===== config.mk =====
export PLATFORM = sky130hd
export DESIGN_NAME = gsss_seq
export DESIGN_NICKNAME = d
export VERILOG_FILES = /design/src/design/gsss_pkg.sv /design/src/design/gsss_seq.sv
export VERILOG_INCLUDE_DIRS = /design/src /design/src/design
export SDC_FILE = /design/constraint.sdc
export NUM_CORES = 1
export LEC_CHECK = 0
export BUFFER_PORTS_ARGS = -buffer_cell sky130_fd_sc_hd__clkbuf_2
export CAP_MARGIN = 10
export CORE_AREA = 4 4 140 142
export CTS_CLUSTER_DIAMETER = 120
export DETAILED_ROUTE_END_ITERATION = 8
export DIE_AREA = 0 0 144 146
export PLACE_DENSITY = 0.84
export SYNTH_ARGS = -nofsm -noshare
export SYNTH_HDL_FRONTEND = slang
export SYNTH_SLANG_ARGS = --single-unit

===== constraint.sdc =====
create_clock -name clk_i -period 5 [get_ports clk_i]
set_input_delay 0.25 -clock clk_i [delete_from_list [all_inputs] [get_ports clk_i]]
set_output_delay 0.25 -clock clk_i [all_outputs]
set_load 0.005 [all_outputs]

===== src/design/generational_sparse_set_store_macros.svh =====
// Assertion macros used by the sparse set store sequencer.
`ifndef GENERATIONAL_SPARSE_SET_STORE_MACROS_SVH
`define GENERATIONAL_SPARSE_SET_STORE_MACROS_SVH

// Checks that a property holds at every rising edge outside reset.
`define GSSS_ASSERT(label, prop, msg) \
  label: assert property (@(posedge clk_i) disable iff (!rst_ni) (prop)) else $error(msg);

// Checks that a condition is never seen at a rising edge outside reset.
`define GSSS_NEVER(label, cond, msg) \
  label: assert property (@(posedge clk_i) disable iff (!rst_ni) !(cond)) else $error(msg);

`endif


===== src/design/gsss_pkg.sv =====
// Package with types, codes and default sizes for the sparse set store.
package gsss_pkg;

  localparam int MAX_ENTRIES_DEF = 1024;
  localparam int COORD_BITS_DEF  = 16;
  localparam int GEN_BITS_DEF    = 16;

  localparam int FUNC_W  = 3;
  localparam int ENT_W   = 10;
  localparam int GENF_W  = 16;
  localparam int XY_W    = 16;
  localparam int SLOT_W  = 10;
  localparam int STAT_W  = 3;
  localparam int COUNT_W = 11;

  typedef enum logic [FUNC_W-1:0] {
    FN_ADD    = 3'd0,
    FN_REMOVE = 3'd1,
    FN_LOOKUP = 3'd2,
    FN_OWNER  = 3'd3,
    FN_CLEAR  = 3'd4
  } func_e;

  typedef enum logic [STAT_W-1:0] {
    STAT_OK      = 3'd0,
    STAT_MISS    = 3'd1,
    STAT_PRESENT = 3'd2,
    STAT_FULL    = 3'd3,
    STAT_RANGE   = 3'd4
  } status_e;

  typedef enum logic [2:0] {
    S_IDLE,
    S_CHK,
    S_RDLAST,
    S_MOVE,
    S_RDDENSE,
    S_SWEEP
  } state_e;

  typedef struct packed {
    status_e              status;
    logic [SLOT_W-1:0]    slot;
    logic [XY_W-1:0]      x;
    logic [XY_W-1:0]      y;
    logic [ENT_W-1:0]     owner;
    logic [COUNT_W-1:0]   count;
  } res_t;

endpackage


===== src/design/gsss_seq.sv =====
// Operation sequencer: reads, checks and writes back the sparse and dense maps.
`include "generational_sparse_set_store_macros.svh"

module gsss_seq #(
  parameter int MAX_ENTRIES = 1024,
  parameter int COORD_BITS  = 16,
  parameter int GEN_BITS    = 16,
  localparam int IDX_W      = $clog2(MAX_ENTRIES),
  localparam int CNT_W      = $clog2(MAX_ENTRIES + 1),
  localparam int SW         = 1 + GEN_BITS + IDX_W,
  localparam int DW         = IDX_W + 2 * COORD_BITS
) (
  input  logic                          clk_i,
  input  logic                          rst_ni,
  input  logic                          start_i,
  output logic                          busy_o,
  input  logic [gsss_pkg::FUNC_W-1:0]   func_i,
  input  logic [gsss_pkg::ENT_W-1:0]    entity_index_i,
  input  logic [gsss_pkg::GENF_W-1:0]   generation_i,
  input  logic signed [gsss_pkg::XY_W-1:0] x_in_i,
  input  logic signed [gsss_pkg::XY_W-1:0] y_in_i,
  input  logic [gsss_pkg::SLOT_W-1:0]   slot_in_i,
  output logic                          res_valid_o,
  output gsss_pkg::res_t                res_o,
  output logic                          s_we_o,
  output logic [IDX_W-1:0]              s_waddr_o,
  output logic [SW-1:0]                 s_wdata_o,
  output logic [IDX_W-1:0]              s_raddr_o,
  input  logic [SW-1:0]                 s_rdata_i,
  output logic                          d_we_o,
  output logic [IDX_W-1:0]              d_waddr_o,
  output logic [DW-1:0]                 d_wdata_o,
  output logic [IDX_W-1:0]              d_raddr_o,
  input  logic [DW-1:0]                 d_rdata_i
);

  import gsss_pkg::*;

  localparam logic [CNT_W-1:0] MAX_CNT   = CNT_W'(MAX_ENTRIES);
  localparam logic [IDX_W-1:0] SWEEP_END = IDX_W'(MAX_ENTRIES - 1);

  state_e                  state_q, state_d;
  logic [CNT_W-1:0]        count_q, count_d;
  logic [IDX_W-1:0]        sweep_q, sweep_d;
  func_e                   func_q, func_d;
  logic [IDX_W-1:0]        ent_q, ent_d;
  logic [GEN_BITS-1:0]     gen_q, gen_d;
  logic [2*COORD_BITS-1:0] pair_q, pair_d;
  logic [IDX_W-1:0]        hole_q, hole_d;
  logic [DW-1:0]           mv_q, mv_d;

  // Fields of the sparse word {valid, generation, slot}.
  logic                    sp_valid;
  logic [GEN_BITS-1:0]     sp_gen;
  logic [IDX_W-1:0]        sp_slot;
  logic                    hit;
  logic [CNT_W-1:0]        last_cnt;
  logic [IDX_W-1:0]        tail_slot;
  logic                    ent_ok;
  logic                    slot_ok;
  logic [COORD_BITS-1:0]   rd_x, rd_y;

  assign sp_valid  = s_rdata_i[SW-1];
  assign sp_gen    = s_rdata_i[SW-2 -: GEN_BITS];
  assign sp_slot   = s_rdata_i[IDX_W-1:0];
  assign hit       = sp_valid && (sp_gen == gen_q) && (CNT_W'(sp_slot) < count_q);
  assign last_cnt  = count_q - CNT_W'(1);
  assign tail_slot = IDX_W'(last_cnt);
  assign ent_ok    = 32'(entity_index_i) < 32'(MAX_ENTRIES);
  assign slot_ok   = 32'(slot_in_i) < 32'(count_q);
  assign rd_x      = d_rdata_i[COORD_BITS-1:0];
  assign rd_y      = d_rdata_i[2*COORD_BITS-1:COORD_BITS];

  always_ff @(posedge clk_i or negedge rst_ni) begin
    if (!rst_ni) begin
      state_q <= S_SWEEP;
      count_q <= '0;
      sweep_q <= '0;
    end else begin
      state_q <= state_d;
      count_q <= count_d;
      sweep_q <= sweep_d;
    end
  end

  always_ff @(posedge clk_i) begin
    func_q <= func_d;
    ent_q  <= ent_d;
    gen_q  <= gen_d;
    pair_q <= pair_d;
    hole_q <= hole_d;
    mv_q   <= mv_d;
  end

  always_comb begin
    state_d     = state_q;
    count_d     = count_q;
    sweep_d     = sweep_q;
    func_d      = func_q;
    ent_d       = ent_q;
    gen_d       = gen_q;
    pair_d      = pair_q;
    hole_d      = hole_q;
    mv_d        = mv_q;
    s_we_o      = 1'b0;
    s_waddr_o   = ent_q;
    s_wdata_o   = '0;
    s_raddr_o   = ent_q;
    d_we_o      = 1'b0;
    d_waddr_o   = hole_q;
    d_wdata_o   = mv_q;
    d_raddr_o   = hole_q;
    res_valid_o = 1'b0;
    res_o.status = STAT_MISS;
    res_o.slot   = '0;
    res_o.x      = '0;
    res_o.y      = '0;
    res_o.owner  = '0;
    res_o.count  = COUNT_W'(count_q);

    case (state_q)
      S_IDLE: begin
        if (start_i) begin
          func_d    = func_e'(func_i);
          ent_d     = IDX_W'(entity_index_i);
          gen_d     = GEN_BITS'(generation_i);
          pair_d    = {COORD_BITS'(y_in_i), COORD_BITS'(x_in_i)};
          hole_d    = IDX_W'(slot_in_i);
          s_raddr_o = IDX_W'(entity_index_i);
          d_raddr_o = IDX_W'(slot_in_i);
          case (func_i)
            FN_ADD, FN_REMOVE, FN_LOOKUP: begin
              if (ent_ok) begin
                state_d = S_CHK;
              end else begin
                res_valid_o = 1'b1;
              end
            end
            FN_OWNER: begin
              if (slot_ok) begin
                state_d = S_RDDENSE;
              end else begin
                res_valid_o  = 1'b1;
                res_o.status = STAT_RANGE;
              end
            end
            FN_CLEAR: begin
              // Report at once, then wipe every valid bit while busy.
              count_d      = '0;
              sweep_d      = '0;
              res_valid_o  = 1'b1;
              res_o.status = STAT_OK;
              res_o.count  = '0;
              state_d      = S_SWEEP;
            end
            default: begin
              res_valid_o = 1'b1;
            end
          endcase
        end
      end

      S_CHK: begin
        case (func_q)
          FN_ADD: begin
            res_valid_o = 1'b1;
            state_d     = S_IDLE;
            if (sp_valid && (sp_gen == gen_q)) begin
              res_o.status = STAT_PRESENT;
            end else if (count_q == MAX_CNT) begin
              res_o.status = STAT_FULL;
            end else begin
              d_we_o       = 1'b1;
              d_waddr_o    = IDX_W'(count_q);
              d_wdata_o    = {ent_q, pair_q};
              s_we_o       = 1'b1;
              s_waddr_o    = ent_q;
              s_wdata_o    = {1'b1, gen_q, IDX_W'(count_q)};
              count_d      = count_q + CNT_W'(1);
              res_o.status = STAT_OK;
              res_o.slot   = SLOT_W'(count_q);
              res_o.count  = COUNT_W'(count_d);
            end
          end
          FN_REMOVE: begin
            if (!hit) begin
              res_valid_o = 1'b1;
              state_d     = S_IDLE;
            end else begin
              s_we_o    = 1'b1;
              s_waddr_o = ent_q;
              s_wdata_o = {1'b0, sp_gen, sp_slot};
              count_d   = last_cnt;
              hole_d    = sp_slot;
              if (sp_slot < tail_slot) begin
                d_raddr_o = tail_slot;
                state_d   = S_RDLAST;
              end else begin
                res_valid_o  = 1'b1;
                res_o.status = STAT_OK;
                res_o.slot   = SLOT_W'(sp_slot);
                res_o.count  = COUNT_W'(last_cnt);
                state_d      = S_IDLE;
              end
            end
          end
          FN_LOOKUP: begin
            if (!hit) begin
              res_valid_o = 1'b1;
              state_d     = S_IDLE;
            end else begin
              hole_d    = sp_slot;
              d_raddr_o = sp_slot;
              state_d   = S_RDDENSE;
            end
          end
          default: begin
            res_valid_o = 1'b1;
            state_d     = S_IDLE;
          end
        endcase
      end

      S_RDLAST: begin
        // The last entry moves into the hole; fetch its owner's sparse word.
        mv_d      = d_rdata_i;
        s_raddr_o = d_rdata_i[DW-1 -: IDX_W];
        state_d   = S_MOVE;
      end

      S_MOVE: begin
        s_we_o       = 1'b1;
        s_waddr_o    = mv_q[DW-1 -: IDX_W];
        s_wdata_o    = {sp_valid, sp_gen, hole_q};
        d_we_o       = 1'b1;
        d_waddr_o    = hole_q;
        d_wdata_o    = mv_q;
        res_valid_o  = 1'b1;
        res_o.status = STAT_OK;
        res_o.slot   = SLOT_W'(hole_q);
        state_d      = S_IDLE;
      end

      S_RDDENSE: begin
        res_valid_o  = 1'b1;
        res_o.status = STAT_OK;
        if (func_q == FN_LOOKUP) begin
          res_o.slot = SLOT_W'(hole_q);
          res_o.x    = XY_W'(rd_x);
          res_o.y    = XY_W'(rd_y);
        end else begin
          res_o.owner = ENT_W'(d_rdata_i[DW-1 -: IDX_W]);
        end
        state_d = S_IDLE;
      end

      S_SWEEP: begin
        s_we_o    = 1'b1;
        s_waddr_o = sweep_q;
        s_wdata_o = '0;
        if (sweep_q == SWEEP_END) begin
          state_d = S_IDLE;
        end else begin
          sweep_d = sweep_q + IDX_W'(1);
        end
      end

      default: begin
        state_d = S_IDLE;
      end
    endcase
  end

  assign busy_o = (state_q != S_IDLE);

  `GSSS_NEVER(a_count_bound, count_q > MAX_CNT, "live count above table size")
  `GSSS_ASSERT(a_move_below_count, (state_q == S_MOVE) |-> (CNT_W'(hole_q) < count_q),
    "moved entry does not land below the live count")
  `GSSS_ASSERT(a_add_grows, (state_q == S_CHK && func_q == FN_ADD && res_o.status == STAT_OK)
    |=> (count_q == $past(count_q) + CNT_W'(1)), "successful add did not grow the count")
  `GSSS_ASSERT(a_res_ends_op, res_valid_o |=> (state_q == S_IDLE || state_q == S_SWEEP),
    "sequencer still working after its result")
  `GSSS_NEVER(a_sweep_quiet, (state_q == S_SWEEP) && res_valid_o,
    "result produced during the clearing pass")

endmodule


# ---- After elaboration in Yosys (flattened, before gate mapping)
# Index checks and enable logic that the tools add are counted.
dict set report word_totals {
  regBits 137
  input_bits 143
  out_inout_bits 179
}
dict set report classes {
  add_sub_neg 3
  magnitude_cmp 3
  n_eq_ne 23
  muxes 78
  reduce_logical 17
}
# cell n
set op_table {}
lappend op_table {{$mux W42} 6}
lappend op_table {{$mux W10} 16}
lappend op_table {{$pmux W10 S2} 6}
lappend op_table {{$pmux W27 S2} 2}
lappend op_table {{$mux W11} 9}
lappend op_table {{$pmux W11 S2} 4}
lappend op_table {{$mux W27} 2}
lappend op_table {{$pmux W10 S3} 1}
lappend op_table {{$mux W26} 1}
lappend op_table {{$pmux W13 S2} 1}
lappend op_table {{$lt A10 B11 Y1} 2}
lappend op_table {{$mux W3} 7}
lappend op_table {{$pmux W3 S3} 2}
lappend op_table {{$eq A16 B16 Y1} 1}
lappend op_table {{$eq A3 B2 Y1 const B} 5}
lappend op_table {{$pmux W3 S2} 2}
lappend op_table {{$pmux W3 S4} 1}
lappend op_table {{$add A11 B1 Y11 const B} 1}
lappend op_table {{$eq A11 B11 Y1 const B} 1}
lappend op_table {{$sub A11 B1 Y11 const B} 1}
lappend op_table {{$add A10 B1 Y10 const B} 1}
lappend op_table {{$eq A10 B10 Y1 const B} 1}
lappend op_table {{$lt A10 B10 Y1} 1}
lappend op_table {{$pmux W1 S2} 5}
lappend op_table {{19 further kinds} 45}

# ---- Logic depth before layout (Yosys ltp)
dict set report logic_depth {
  ltp_word 6
  depth_mapped 15
  depth_no_buf 14
}

# ---- Worst setup path after synthesis
# Ideal clock, no wire load.
dict set report synth_path {
  path_kind {register to output}
  startpoint {reg count_q[0]}
  endpoint {out res_o[10] (netlist name)}
  arrival_ns 3.453
  slack_ns 1.297
  stages_incl_launch_ff 14
  path_buffers 0
  path_cell_list {dfrtp_1 > inv_1 > ha_1 > nor3b_4 > nand3_1 > xnor2_1 > ha_1 > nor3_1 > a211oi_2 > a31oi_1 > o31ai_4 > nand3_4 > or4_1 > a31oi_1}
}
# element line
set synth_lines {}
lappend synth_lines {{from (decl)} gsss_seq.sv:43} ;# logic [CNT_W-1:0] count_q, count_d;
lappend synth_lines {{from (signal assigned)} gsss_seq.sv:81} ;# count_q <= count_d;
lappend synth_lines {{to (decl)} gsss_seq.sv:24} ;# output gsss_pkg::res_t res_o,

# ---- Worst setup path after layout
dict set report layout_path {
  startpoint {reg count_q[1]}
  endpoint {out d_raddr_o[5]}
}
dict set report layout_via {
  elab_chain_len 6
}
# element line
set layout_lines {}
lappend layout_lines {{$sub A11 B1 Y11} gsss_seq.sv:67} ;# assign last_cnt = count_q - CNT_W'(1);
lappend layout_lines {{$lt A10 B10 Y1} gsss_seq.sv:195} ;# if (sp_slot < tail_slot) begin
lappend layout_lines {{$mux W10} gsss_seq.sv:195}
lappend layout_lines {{$mux W10} gsss_seq.sv:186} ;# if (!hit) begin
lappend layout_lines {{$pmux W10 S2 *} gsss_seq.sv:164} ;# case (func_q)
lappend layout_lines {{$pmux W10 S2 *} gsss_seq.sv:121} ;# case (state_q)
lappend layout_lines {{to (decl)} gsss_seq.sv:33} ;# output logic [IDX_W-1:0] d_raddr_o,
# Every way passes the cells marked *; elsewhere a longest branch is shown, timed or not.

==> impl_metrics.json <==
{
  "status": "complete, no violations",
  "die_area_sq_mm": 0.02102,
  "finalHoldViolations": 0,
  "period_needed_ns": 4.736,
  "fin_nets": 1571,
  "slew_violations": 0,
  "dp_hpwl_um": 27050,
  "routedWlPerCell_um": 23.36,
  "power_switching_mw": 1.492,
  "end_kind": "primary output",
  "drive_above_1_share": 0.3079,
  "ctsResizeCount": 0,
  "syn_inst": 1043,
  "multi_input_area_sq_mm": 0.004989,
  "swShare": 0.3679,
  "area_delta_synth_final_pct": 32.03,
  "coreArea_sq_mm": 0.01846,
  "worst_setup_path_start_kind": "register",
  "drtPass1Iterations": 6,
  "cts-root-buf": "clkbuf_16",
  "ys_ff_latch": 137,
  "place_congestion": 0.9811,
  "clkPwrFrac": 0.316,
  "setup_viol": 0,
  "track_usage": 0.3557,
  "hold_class": "in2reg",
  "cp.arrival_ns": 4.49,
  "cts_buffer_depth": 2,
  "rows": 50,
  "drt_iter0_drc": 1062,
  "grt_pass1_vias": 10060,
  "yosysTopAreaCell": "edfxtp_1",
  "cp_top_family": "compound AO/OA/AOI/OAI gates",
  "synth_cell_types": 76,
  "avgSynthCellArea_sq_um": 8.896,
  "synth_edf_count": 113,
  "ant_nets": 0,
  "path_buf_inv": 2,
  "ir_worst_vdd_mv": 0.2386,
  "max_freq_ghz": 0.2112,
  "synth_nets": 1214,
  "drcViolationCount": 0,
  "grt_pass1_wl_um": 57460,
  "timing.critical_path.cells": "inv_1 -> ha_1 -> nor3b_4 -> xnor2_1 -> ha_1 -> a41oi_1 -> a21oi_1 -> nor4_1 -> a211oi_2 -> o211ai_1 -> o211ai_1 -> a21oi_4 -> mux2_2 -> o21ai_1 -> clkbuf_2",
  "maxCapViolations": 0,
  "rsz0062_at_grt": "false",
  "clock_sinks": 137,
  "p_leak_nw": 5.457,
  "cts_tree": "built",
  "slew_headroom": 0.2521,
  "synth.area.top_cells": "edfxtp_1 (37%), nand2_1 (9.3%), dfrtp_1 (5.9%)",
  "dpl_cell_area_sq_mm": 0.01121,
  "htree_levels": 4,
  "dieHeight_um": 146,
  "synthArstFlopShare": 0.1752,
  "clkLatencyLatePin_ns": 0.43,
  "setup_tns_ns": 0,
  "worstSetupPathType": "reg2out",
  "critPathRequiredTime_ns": 4.75,
  "grt_antenna_before_repair": 1,
  "comb_power_share": 0.318,
  "vias": 10300,
  "io_pins": 322,
  "ys.flop_type": "edfxtp_1",
  "cts_made_buffers": 17,
  "slowest_stage": "a21oi_4",
  "design_area_sq_mm": 0.01225,
  "synth_area_sq_mm": 0.009279,
  "most-common-layout-cells": "clkbuf_2 (321), nand2_1 (228), edfxtp_1 (113)",
  "final_common_cell": "clkbuf_2",
  "die_x_um": 144,
  "n_fill_cell": 1448,
  "powerDensity_mw_per_mm2": 330.9,
  "ys_warn_count": 0,
  "cp_max_fo": 10,
  "synth_seq_area_share": 0.4307,
  "via_per_inst": 6.249,
  "max_stage_delay_ns": 0.53,
  "worstMarginPinSlew_ns": 1.114,
  "finalCritPeriodShare": 0.9472,
  "p_int_mw": 2.563,
  "io_buffer_count": 321,
  "clk_pin_slew_worst_paths_ns": 0.08,
  "fin_skew_ns": 0.01585,
  "regArea_sq_mm": 0.003996,
  "grt_remaining_overflow": 0,
  "seq_power_share": 0.366,
  "grt_max_degree": 59,
  "drt-total-wl_um": 38490,
  "start_util": 0.5028,
  "yosysTopAreaCellShare": 0.3657
}
==> worst paths after layout <==
check / endpoint / depth (start not counted) / startpoint / slack (ns)
min in group asynchronous: count_q[0] / 2 / rst_ni / 0.38
worst max register to register: state_q[1] / 13 / count_q[1] / 1.12
max in group asynchronous: sweep_q[0] / 2 / rst_ni / 4.15
worst min-delay path: mv_q[24] / 1 / d_rdata_i[24] / 0.007
worst max-delay path: d_raddr_o[5] / 15 / count_q[1] / 0.26
worst min register to register: sweep_q[0] / 1 / sweep_q[0] / 0.56
==> logic make-up after synthesis <==
logic type                 Yosys count  synth area share
AOI/OAI and AO/OA                  271            0.1903
buffers and inverters               78           0.03358
adders and majority gates           28           0.03776
muxes                               39           0.04477
xor gates and xnor gates            36           0.03479
DFF                                137            0.4307
and+or+nand+nor                    454            0.2282
==> stage by stage <==
step	setup WS, ns	utilization	hold WS, ns	cells	power [mW]
after floorplan	1.297	-	-0.04559	1043	2.209
after global placement	0.7943	0.6072	0.3142	1569	2.680
after detailed placement	0.7374	0.6072	0.3210	1569	2.702
after CTS	0.2664	0.6607	0.0004204	1642	3.983
after global routing	0.04199	0.6638	0.002332	1648	4.217
final	0.2642	0.6638	0.007499	1648	4.054
==> power groups by stage <==
stage          combinational [mW]  clock, mW  sequential [mW]
6_report                     1.29       1.28             1.48
5_1_grt                      1.38       1.34             1.50
4_1_cts                      1.24       1.27             1.48
3_5_place_dp                 1.20          0             1.50
3_3_place_gp                 1.18          0             1.50
2_1_floorplan               0.747          0             1.46
==> layer usage <==
metal / GRT usage / wire length [um] / share of wire
met1: 0.4294 / 13490 / 0.35
met2: 0.5861 / 18610 / 0.48
met3: 0.08314 / 4079 / 0.11
met4: 0.1860 / 2314 / 0.060
met5: 0 / 0 / 0
==> flip-flops by register name, summed over array words and instances (netlist names) <==
| register | flops |
|---|---|
| state_q | 3 |
| count_q | 11 |
| pair_q | 32 |
| sweep_q | 10 |
| hole_q | 10 |
| ent_q | 10 |
| gen_q | 16 |
| mv_q | 42 |
| func_q | 3 |
==> final cells by class <==
class,instances,share of cell area
inverter,19,0.005822
sequential,137,0.3262
tap,234,0.02390
timing repair buffer,397,0.1896
clock buffer,17,0.03473
multi-input combinational,828,0.4072
antenna,1,0.0002043
clock inverter,15,0.01236
==> synth_stat cells (all sizes together) (22+ instances only) <==
master / count
o21ai: 93
xnor2: 27
and2: 50
nand3: 25
nand2: 230
a22oi: 29
a22o: 22
ha: 28
edfxtp: 113
dfrtp: 22
nor2: 77
clkbuf: 41
a21oi: 39
==> what timing repair did <==
item / 4_1_cts / 5_1_grt
buffers inserted: 0 / 2
endpoints found under the hold margin: 62 / 2
endpoints found under the setup margin: 0 / 8
hold buffers: 41 / 2
Power figures use the tool's default switching activity.
